`config.mk`:
```
export PLATFORM = sky130hd
export DESIGN_NAME = stepper_ramped_move_to_stop_top
export DESIGN_NICKNAME = d
export VERILOG_FILES = /design/src/stpr_pkg.sv /design/src/stepper_ramped_move_to_stop_top.sv /design/src/stpr_ctrl.sv /design/src/stpr_out_stage.sv
export SDC_FILE = /design/constraint.sdc
export NUM_CORES = 1
export LEC_CHECK = 0
export ABC_AREA = 1
export BUFFER_PORTS_ARGS = -buffer_cell sky130_fd_sc_hd__buf_2
export CAP_MARGIN = 20
export CORE_AREA = 2 2 314 223
export DETAILED_ROUTE_END_ITERATION = 12
export DIE_AREA = 0 0 316 225
export GPL_TIMING_DRIVEN = 0
export PLACE_DENSITY = 0.66
export REMOVE_ABC_BUFFERS = 1
export SLEW_MARGIN = 5
export SYNTH_ARGS = -nofsm -noshare
export SYNTH_HDL_FRONTEND = slang
export SYNTH_HIERARCHICAL = 1
export SYNTH_SLANG_ARGS = --single-unit
```
`constraint.sdc`:
```
create_clock -name clk -period 7.7 [get_ports clk]
set_input_delay 1.54 -clock clk [delete_from_list [all_inputs] [get_ports clk]]
set_output_delay 1.54 -clock clk [all_outputs]
set_load 0.1 [all_outputs]
```
`src/stpr_pkg.sv`:
```
// stpr_pkg: shared types, codes and helpers for the ramped stepper move block
// used by every module under src; depends on nothing

package stpr_pkg;

  localparam logic CMD_START = 1'b0;
  localparam logic CMD_STEP  = 1'b1;

  localparam logic [2:0] ST_STEP    = 3'd0;
  localparam logic [2:0] ST_DONE    = 3'd1;
  localparam logic [2:0] ST_FAULT   = 3'd2;
  localparam logic [2:0] ST_WATER   = 3'd3;
  localparam logic [2:0] ST_LEFT    = 3'd4;
  localparam logic [2:0] ST_RIGHT   = 3'd5;
  localparam logic [2:0] ST_TIMEOUT = 3'd6;
  localparam logic [2:0] ST_IDLE    = 3'd7;

  localparam logic [1:0] CFG_FIRST_DELAY  = 2'd0;
  localparam logic [1:0] CFG_SECOND_DELAY = 2'd1;
  localparam logic [1:0] CFG_MAX_HITS     = 2'd2;

  localparam logic [15:0] DELAY_START_ADD = 16'd500;
  localparam logic [15:0] RAMP_FLOOR      = 16'd300;
  localparam logic [15:0] RAMP_CEIL       = 16'd2000;
  localparam logic [15:0] RAMP_DOWN       = 16'd3;
  localparam logic [15:0] RAMP_UP         = 16'd4;
  localparam logic [23:0] SHORT_PLAN      = 24'd300;
  localparam logic [24:0] STEP_MARGIN     = 25'd100;
  // floor(n/3) = (n * ceil(2^25/3)) >> 25 for any 24-bit n
  localparam logic [23:0] DIV3_RECIP      = 24'd11184811;

  typedef struct packed {
    logic        cmd;
    logic [23:0] expected_steps;
    logic        direction;
    logic        stop_fault;
    logic        water_down;
    logic        left_stop_debounced;
    logic        right_stop_debounced;
    logic        left_stop_raw;
    logic        right_stop_raw;
  } stpr_in_t;

  typedef struct packed {
    logic [2:0]  status;
    logic [15:0] pulse_delay_one;
    logic [15:0] pulse_delay_two;
  } stpr_out_t;

  typedef struct packed {
    logic [15:0] first_delay_preset;
    logic [15:0] second_delay_preset;
    logic [15:0] max_hits;
  } stpr_cfg_t;

  typedef struct packed {
    logic        moving;
    logic        move_direction;
    logic [24:0] step_count;
    logic [16:0] hit_count;
    logic [15:0] delay_one;
    logic [15:0] delay_two;
    logic [23:0] planned_steps;
    logic [22:0] third_of_plan;
  } stpr_state_t;

  function automatic logic [15:0] add_sat16(input logic [15:0] v, input logic [15:0] d);
    logic [16:0] s;
    s = {1'b0, v} + {1'b0, d};
    return s[16] ? 16'hFFFF : s[15:0];
  endfunction

  function automatic logic [15:0] sub_sat16(input logic [15:0] v, input logic [15:0] d);
    return (v > d) ? (v - d) : 16'd0;
  endfunction

endpackage

```
`src/stepper_ramped_move_to_stop_top.sv`:
```
// stepper_ramped_move_to_stop_top: ramped stepper move toward an end stop
// depends on stpr_pkg, stpr_ctrl, stpr_out_stage
//
//   channel | direction | handshake             | payload
//   in      | input     | in_valid / in_stall   | in_data  (stpr_in_t)
//   out     | output    | out_valid / out_stall | out_data (stpr_out_t)
//   cfg     | input     | cfg_we                | cfg_idx, cfg_data
//
// one item per cycle sustained while out_stall is low; an input transfer passes through
// the item register, the single-pass state update and the result register
// synchronous reset clears the move state, the presets and both valid flags
// out_stall holds the result and reaches in_stall in the same cycle when the item register is full

module stepper_ramped_move_to_stop_top (
  input  logic                clk,
  input  logic                rst_n,
  input  logic                in_valid,
  output logic                in_stall,
  input  stpr_pkg::stpr_in_t  in_data,
  output logic                out_valid,
  input  logic                out_stall,
  output stpr_pkg::stpr_out_t out_data,
  input  logic                cfg_we,
  input  logic [1:0]          cfg_idx,
  input  logic [15:0]         cfg_data
);
  import stpr_pkg::*;

  logic        in_v_r;
  logic        in_v_nxt;
  stpr_in_t    in_data_r;
  logic        in_xfer;
  logic        adv;
  stpr_state_t st_r;
  stpr_state_t st_nxt;
  stpr_cfg_t   cfg_r;
  stpr_out_t   res;

  assign adv      = in_v_r && (!out_valid || !out_stall);
  assign in_stall = in_v_r && !adv;
  assign in_xfer  = in_valid && !in_stall;

  always_comb begin
    in_v_nxt = in_v_r;
    if (in_xfer) begin
      in_v_nxt = 1'b1;
    end else if (adv) begin
      in_v_nxt = 1'b0;
    end
  end

  always_ff @(posedge clk) begin
    if (!rst_n) begin
      in_v_r <= 1'b0;
      st_r   <= '0;
    end else begin
      in_v_r <= in_v_nxt;
      if (adv) begin
        st_r <= st_nxt;
      end
    end
  end

  always_ff @(posedge clk) begin
    if (in_xfer) begin
      in_data_r <= in_data;
    end
  end

  always_ff @(posedge clk) begin
    if (!rst_n) begin
      cfg_r <= '0;
    end else if (cfg_we) begin
      unique case (cfg_idx)
        CFG_FIRST_DELAY:  cfg_r.first_delay_preset  <= cfg_data;
        CFG_SECOND_DELAY: cfg_r.second_delay_preset <= cfg_data;
        CFG_MAX_HITS:     cfg_r.max_hits            <= cfg_data;
        default: begin
          cfg_r <= cfg_r;
        end
      endcase
    end
  end

  stpr_ctrl u_ctrl (
    .item   (in_data_r),
    .st     (st_r),
    .cfg    (cfg_r),
    .st_nxt (st_nxt),
    .res    (res)
  );

  stpr_out_stage u_out (
    .clk       (clk),
    .rst_n     (rst_n),
    .load      (adv),
    .res       (res),
    .out_stall (out_stall),
    .out_valid (out_valid),
    .out_data  (out_data)
  );

  a_hits_within_steps: assert property (@(posedge clk) disable iff (!rst_n)
    st_r.moving |-> ({8'd0, st_r.hit_count} <= st_r.step_count))
    else $error("hit count ran ahead of step count");

  a_start_sets_moving: assert property (@(posedge clk) disable iff (!rst_n)
    (adv && in_data_r.cmd == CMD_START && res.status == ST_STEP) |=> st_r.moving)
    else $error("good start did not begin a move");

  a_idle_only_when_stopped: assert property (@(posedge clk) disable iff (!rst_n)
    (adv && res.status == ST_IDLE) |-> !st_r.moving)
    else $error("idle status while a move runs");

  a_delays_zero_off_step: assert property (@(posedge clk) disable iff (!rst_n)
    (out_valid && out_data.status != ST_STEP) |->
      (out_data.pulse_delay_one == 16'd0 && out_data.pulse_delay_two == 16'd0))
    else $error("delays set on a non-step result");

endmodule

```
`src/stpr_ctrl.sv`:
```
// stpr_ctrl: single-pass next-state and result logic for one item
// depends on stpr_pkg

module stpr_ctrl (
  input  stpr_pkg::stpr_in_t    item,
  input  stpr_pkg::stpr_state_t st,
  input  stpr_pkg::stpr_cfg_t   cfg,
  output stpr_pkg::stpr_state_t st_nxt,
  output stpr_pkg::stpr_out_t   res
);
  import stpr_pkg::*;

  function automatic logic [31:0] ramp(input logic [23:0] planned, input logic [22:0] third,
                                       input logic [24:0] step, input logic [15:0] d1,
                                       input logic [15:0] d2);
    logic [23:0] far;
    logic [31:0] r;
    far = planned - {1'b0, third};
    r   = {d1, d2};
    if (planned > SHORT_PLAN) begin
      if ((step < {2'b00, third}) && (d1 > RAMP_FLOOR)) begin
        r = {sub_sat16(d1, RAMP_DOWN), sub_sat16(d2, RAMP_DOWN)};
      end else if ((step > {1'b0, far}) && (d1 < RAMP_CEIL)) begin
        r = {add_sat16(d1, RAMP_UP), add_sat16(d2, RAMP_UP)};
      end
    end
    return r;
  endfunction

  logic [47:0] prod;
  logic [22:0] third_new;
  logic [15:0] d1_start;
  logic [15:0] d2_start;
  logic [31:0] ramp_start;
  logic [24:0] step_inc;
  logic        pin;
  logic [16:0] hit_inc;
  logic        timed_out;
  logic        hits_over;
  logic        early_stop;
  logic [31:0] ramp_step;

  assign prod       = {24'd0, item.expected_steps} * {24'd0, DIV3_RECIP};
  assign third_new  = prod[47:25];
  assign d1_start   = add_sat16(cfg.first_delay_preset, DELAY_START_ADD);
  assign d2_start   = add_sat16(cfg.second_delay_preset, DELAY_START_ADD);
  assign ramp_start = ramp(item.expected_steps, third_new, 25'd0, d1_start, d2_start);

  assign step_inc   = st.step_count + 25'd1;
  assign pin        = st.move_direction ? item.right_stop_raw : item.left_stop_raw;
  assign hit_inc    = pin ? (st.hit_count + 17'd1) : st.hit_count;
  assign timed_out  = step_inc > ({1'b0, st.planned_steps} + STEP_MARGIN);
  assign hits_over  = hit_inc > {1'b0, cfg.max_hits};
  assign early_stop = ({1'b0, st.planned_steps} >= STEP_MARGIN) &&
                      (step_inc < ({1'b0, st.planned_steps} - STEP_MARGIN));
  assign ramp_step  = ramp(st.planned_steps, st.third_of_plan, step_inc,
                           st.delay_one, st.delay_two);

  always_comb begin
    st_nxt = st;
    res    = '0;
    if (item.cmd == CMD_START) begin
      st_nxt.moving = 1'b0;
      priority if (item.stop_fault) begin
        res.status = ST_FAULT;
      end else if (!item.water_down) begin
        res.status = ST_WATER;
      end else if (item.left_stop_debounced) begin
        res.status = ST_LEFT;
      end else if (item.right_stop_debounced) begin
        res.status = ST_RIGHT;
      end else begin
        st_nxt.moving         = 1'b1;
        st_nxt.move_direction = item.direction;
        st_nxt.step_count     = '0;
        st_nxt.hit_count      = '0;
        st_nxt.planned_steps  = item.expected_steps;
        st_nxt.third_of_plan  = third_new;
        st_nxt.delay_one      = ramp_start[31:16];
        st_nxt.delay_two      = ramp_start[15:0];
        res.status            = ST_STEP;
        res.pulse_delay_one   = ramp_start[31:16];
        res.pulse_delay_two   = ramp_start[15:0];
      end
    end else if (!st.moving) begin
      res.status = ST_IDLE;
    end else begin
      st_nxt.step_count = step_inc;
      st_nxt.hit_count  = hit_inc;
      priority if (timed_out) begin
        st_nxt.moving = 1'b0;
        res.status    = ST_TIMEOUT;
      end else if (hits_over) begin
        st_nxt.moving = 1'b0;
        res.status    = early_stop ? ST_LEFT : ST_DONE;
      end else begin
        st_nxt.delay_one    = ramp_step[31:16];
        st_nxt.delay_two    = ramp_step[15:0];
        res.status          = ST_STEP;
        res.pulse_delay_one = ramp_step[31:16];
        res.pulse_delay_two = ramp_step[15:0];
      end
    end
  end

endmodule

```
`src/stpr_out_stage.sv`:
```
// stpr_out_stage: result register holding one transfer for the output channel
// depends on stpr_pkg

module stpr_out_stage (
  input  logic                clk,
  input  logic                rst_n,
  input  logic                load,
  input  stpr_pkg::stpr_out_t res,
  input  logic                out_stall,
  output logic                out_valid,
  output stpr_pkg::stpr_out_t out_data
);
  import stpr_pkg::*;

  logic      valid_r;
  logic      valid_nxt;
  stpr_out_t data_r;

  always_comb begin
    valid_nxt = valid_r;
    if (load) begin
      valid_nxt = 1'b1;
    end else if (!out_stall) begin
      valid_nxt = 1'b0;
    end
  end

  always_ff @(posedge clk) begin
    if (!rst_n) begin
      valid_r <= 1'b0;
    end else begin
      valid_r <= valid_nxt;
    end
  end

  always_ff @(posedge clk) begin
    if (load) begin
      data_r <= res;
    end
  end

  assign out_valid = valid_r;
  assign out_data  = data_r;

endmodule
```
==> results of run 1 <==
kinds of logic after synthesis:
logic type | synth area share [%]
AND/OR/NAND/NOR | 28.4
buffers and inverters | 13.3
adder cells (fa/ha/maj) | 28.5
AO/OA/AOI/OAI | 10.0
flip-flops | 16.2
XOR/XNOR | 3.61
multiplexers | 0.0297
tightest hold or removal path, delay by kind of cell (launching register included):
kind / cells / cell delay (ns)
flops: 1 / 0.33
simple gates: 1 / 0.08
compound gates: 1 / 0.04
routing by layer:
metal	up-vias	global-route usage (%)
li1	15500	-
met3	74	10.5
met1	14500	47.6
met4	0	3.94
met5	-	0
met2	1335	36.8
per-stage QoR:
step / setup TNS (ns) / setup slack, ns / instance area (sq um) / hold WS [ns] / utilization (%)
floorplan: -0.0529 / -0.0529 / 32700 / 0.452 / -
global placement: -368.82 / -3.31 / 34300 / 0.460 / 50.6
detailed placement: -82.89 / -1.49 / 34700 / 0.467 / 51.2
CTS: 0 / 0.0394 / 36200 / 0.483 / 53.5
global route: -0.175 / -0.0292 / 36900 / 0.507 / 54.5
finish: 0 / 0.183 / 36900 / 0.478 / 54.5
path summary, 6_finish.rpt:
check | from | to | slack (ns) | depth (start not counted)
max | in_data_r[28] | u_out/out_data[19] | 0.18 | 28
min | st_r[14] | st_r[14] | 0.48 | 2
max reg2reg | in_data_r[28] | u_out/out_data[19] | 0.18 | 28
min reg2reg | st_r[14] | st_r[14] | 0.48 | 2
cell usage after synthesis, types with 24 or more instances:
cell | number | area (sq um)
nand3b_1 | 132 | 991
nand3_2 | 24 | 240
edfxtp_1 | 67 | 2010
buf_6 | 28 | 315
inv_1 | 892 | 3350
nand2_1 | 1031 | 3870
buf_2 | 49 | 245
fa_1 | 218 | 4360
nor2_1 | 477 | 1790
a21oi_1 | 325 | 1630
clkbuf_1 | 48 | 180
dfxtp_1 | 173 | 3460
nand3_1 | 244 | 1220
nor3_1 | 53 | 265
ha_1 | 419 | 5240
xnor2_1 | 26 | 228
nand4_1 | 63 | 394
xor2_1 | 111 | 972
o21ai_0 | 217 | 1090
state kept, by name (all words and copies together), names as in the netlist:
name and cells:
st_r 123, cfg_r 48, u_out/out_data 35, in_data_r 32, in_v_r 1, u_out/out_valid 1
final cells by class:
| class | instances | area [sq um] |
|---|---|---|
| tap | 902 | 1130 |
| multi-input combinational | 3529 | 24300 |
| timing repair buffer | 191 | 1500 |
| sequential | 240 | 5480 |
| inverter | 916 | 3450 |
| fill | 6652 | 30800 |
| clock inverter | 21 | 220 |
| clock buffer | 35 | 832 |
what timing repair did:
| action | CTS | global route |
|---|---|---|
| setup buffers | 51 | 30 |
| gates cloned | 1 | 2 |
| gates resized for setup | 11 | 94 |
| pin swaps | 2 | 13 |
| hold endpoints to repair | 0 | 0 |
| endpoints found under the setup margin | 64 | 64 |
==> results.json, run 1 <==
{
  "clock_path_buffers": 3,
  "drt_first_pass_iters": 6,
  "cts_max_level": 1,
  "cp-start-kind": "flop",
  "crit_top_cell": "fa_1",
  "max_stage_delay_ns": 0.59,
  "final_common_cell": "nand2_1",
  "drt_iter0_markers": 3389,
  "pin_count": 92,
  "ys_warn_count": 6,
  "hold_viol": 0,
  "post_drt_wl_per_cell_microns": 17.9,
  "cts_buffers": 30,
  "dp_cells": 5693,
  "finClkSkew_ns": 0.0294,
  "crit_fanout": 7,
  "synth_area_sq_mm": 0.0337,
  "worst-path-buf-inv": 8,
  "cts_tree": "built",
  "antenna_found_initial": 0,
  "fmax_mhz": 133,
  "area_growth_pct": 9.46,
  "grt_usage_pct": 29.5,
  "root_buffer": "clkbuf_16",
  "slowest_stage": "fa_1",
  "clock_sinks": 240,
  "syn-mean-instance-area_sq_um": 6.96,
  "grt_pass1_vias": 28200,
  "synthFlopType": "dfxtp_1",
  "highest-signal-layer": "met4",
  "wirelength_microns": 105000,
  "hpwl_microns": 80100,
  "worstSetupEndpointType": "flop",
  "wl_met1_microns": 52200,
  "die_h_microns": 225,
  "tightestPinTransition_ns": 1.23,
  "netlist_instances": 4843,
  "period_needed_ns": 7.52,
  "dieWidth_microns": 316,
  "path_delay_family": "adder cells",
  "io_buffers": 91,
  "layout.nets": 5600,
  "finalCritPeriodShare_pct": 97.6,
  "ys_ff_latch": 240,
  "worstSetupPathType": "flop to flop",
  "grt_pass1_wl_microns": 163000,
  "hp-class": "flop to flop",
  "synthArstFlopShare_pct": 0,
  "ctsHoldBuffers": 0,
  "dr_wl_met2_microns": 37300,
  "maxCapViolations": 0,
  "maxSlewViolCount": 0,
  "layout-drive-gt1-share_pct": 9.29,
  "crit_required_ns": 8.07,
  "final_cell_mix": "nand2_1, inv_1, nor2_1",
  "gp_congestion": 1.02,
  "status": "completed",
  "insertion_delay_ns": 0.61,
  "drc": 0,
  "vias_per_cell": 5.38,
  "dieArea_sq_mm": 0.0711,
  "vias": 31400,
  "setup_viol": 0,
  "max-slew-margin-rel_pct": 17.1,
  "grt_max_degree": 95,
  "start_util_pct": 49.8,
  "placementRows": 80,
  "core_sq_mm": 0.0678,
  "path_clk_slew_ns": 0.07,
  "synth_enable_flop_cells": 67,
  "critPathArrivalTime_ns": 7.89,
  "seq_area_frac_synth_pct": 16.2,
  "n_antenna_cell": 0,
  "dr_wl_met3_microns": 13800,
  "ant_nets": 0,
  "fin_cells": 5834,
  "synth.distinct_cells": 69,
  "grt-ovfl-total": 0
}
Power of run 1 is left out: the tool's default activity adds up to more than one toggle a clock period on the data nets, which glitch-free logic cannot reach.
==> run 2: changes to the inputs <==
Settings changed: REMOVE_ABC_BUFFERS 1 to not set.
==> results.json, run 2 (synthesis gave the netlist of run 1 again) <==
{
  "max_stage_delay_ns": 0.57,
  "placed_area_sq_mm": 0.0354,
  "regMostFlops": "st_r",
  "drt_first_pass_iters": 7,
  "grt_pass1_vias": 29900,
  "fmax_mhz": 133,
  "drc": 0,
  "post_drt_wl_per_cell_microns": 21.2,
  "max-slew-margin-rel_pct": 20.7,
  "wirelength_microns": 127000,
  "worstSetupEndpointType": "flop",
  "crit_fanout": 10,
  "critPathArrivalTime_ns": 7.83,
  "cts_max_level": 1,
  "reg2regPathDepth": 31,
  "core_sq_mm": 0.0678,
  "crit_top_cell": "nand2_1",
  "layout.nets": 5745,
  "cts_buffers": 30,
  "path_clk_slew_ns": 0.07,
  "die_h_microns": 225,
  "layout-drive-gt1-share_pct": 10.8,
  "gp_congestion": 1.04,
  "crit_required_ns": 7.99,
  "largest_register_ffs": 123,
  "syn-num-nets": 5535,
  "maxSlewViolCount": 0,
  "grt-ovfl-total": 0,
  "hpwl_microns": 102000,
  "nFillCells": 6646,
  "reg2reg_from": "in_data_r[18]",
  "r2r_slack_ns": 0.16,
  "final_cell_mix": "nand2_1, inv_1, nor2_1",
  "cp-start-kind": "flop",
  "status": "completed",
  "placementRows": 80,
  "grt_max_degree": 32,
  "clock_path_buffers": 3,
  "finalCritPeriodShare_pct": 97.9,
  "insertion_delay_ns": 0.65,
  "vias": 33300,
  "grt_pass1_wl_microns": 189000,
  "period_needed_ns": 7.54,
  "fin_cells": 5980,
  "grt_usage_pct": 35.5,
  "setup_viol": 0,
  "worstSetupPathType": "flop to flop",
  "io_buffers": 90,
  "dp_cells": 5838,
  "finClkSkew_ns": 0.0513,
  "dieWidth_microns": 316,
  "final_common_cell": "nand2_1",
  "fin_area_sq_mm": 0.0375,
  "cts_tree": "built",
  "area_growth_pct": 11.2,
  "pin_count": 92,
  "setup_slack_ns": 0.163,
  "start_util_pct": 49.8,
  "hp-class": "flop to flop",
  "clock_sinks": 240,
  "tightestPinTransition_ns": 1.19,
  "preCtsSetupSlack_ns": -0.598,
  "cp-startpoint": "in_data_r[18]",
  "drt_iter0_markers": 4414,
  "maxCapViolations": 0,
  "ant_nets": 0,
  "endpoint": "u_out/out_data[1]",
  "vias_per_cell": 5.57,
  "slowest_stage": "fa_1",
  "r2r-end": "u_out/out_data[1]",
  "hold_viol": 0,
  "root_buffer": "clkbuf_16",
  "antenna_found_initial": 2,
  "dieArea_sq_mm": 0.0711
}
-- run 2: changes by cell type in the layout (fill, tap and decap cells not counted), moves of 6 or more --
| cell | delta |
|---|---|
| buf_16 | -8 |
| buf_12 | -6 |
| clkbuf_1 | +51 |
| buf_4 | +21 |
| buf_2 | +48 |
| clkbuf_8 | +10 |
| ha_4 | -7 |
| buf_6 | +29 |
| clkinv_4 | -7 |
-- run 2: worst min-delay path by stage --
| stage | startpoint | to | cells after the start | slack [ns] |
|---|---|---|---|---|
| after floorplan | st_r[69] | st_r[69] | 2 | 0.45 |
| after detailed placement | st_r[56] | st_r[56] | 2 | 0.47 |
| after CTS | st_r[56] | st_r[56] | 2 | 0.48 |
| after global routing | st_r[68] | st_r[68] | 2 | 0.51 |
| after global placement | st_r[69] | st_r[69] | 2 | 0.46 |
| final | st_r[56] | st_r[56] | 2 | 0.48 |
-- run 2: what timing repair did --
| action | 4_1_cts | 5_1_grt |
|---|---|---|
| gates cloned | 0 | 0 |
| pin swaps | 1 | 6 |
| hold buffers | 0 | 0 |
| setup buffers | 59 | 23 |
| resized for setup | 14 | 95 |
| endpoints found under the hold margin | 0 | 0 |
| setup endpoints to repair | 64 | 64 |
-- run 2: per-layer routing --
metal  vias to the layer above  GRT usage, %  part of all wire, %
met1                     15500          58.4                   50
met2                      1823          41.1                   33
li1                      15800             -                    -
met3                       120          14.9                   16
met5                         -             0                 0.17
met4                         4          4.65                  1.4
-- run 2: metrics by stage --
stage          hold slack (ns)  setup TNS (ns)  utilization, %
6_report                 0.479               0            55.3
4_1_cts                  0.483               0            54.5
3_3_place_gp             0.458          -22.93            52.1
3_5_place_dp             0.467          -25.23            52.2
5_1_grt                  0.509          -0.102            55.3
2_1_floorplan            0.450               0               -
-- run 2: cell type report --
cell class	instances	area (sq um)	share of cell area (%)
plain buffers	161	1040	2.77
well taps	902	1130	3.01
inverters	916	3460	9.22
clock buffers	39	835	2.23
clock inverters	17	223	0.594
repair buffers	178	1150	3.07
multi-input cells	3526	24200	64.5
diodes	1	2.50	0.00667
flip-flops and latches	240	5480	14.6
-- run 2: worst max-delay path: cells and delay by family, from the launching register on --
kind	cells	cell delay (ns)
fa+ha+maj	8	3.80
buf+inv	7	0.75
simple gates	15	2.01
flops	1	0.43
compound gates	1	0.20
Power of run 2 is left out for the same reason.
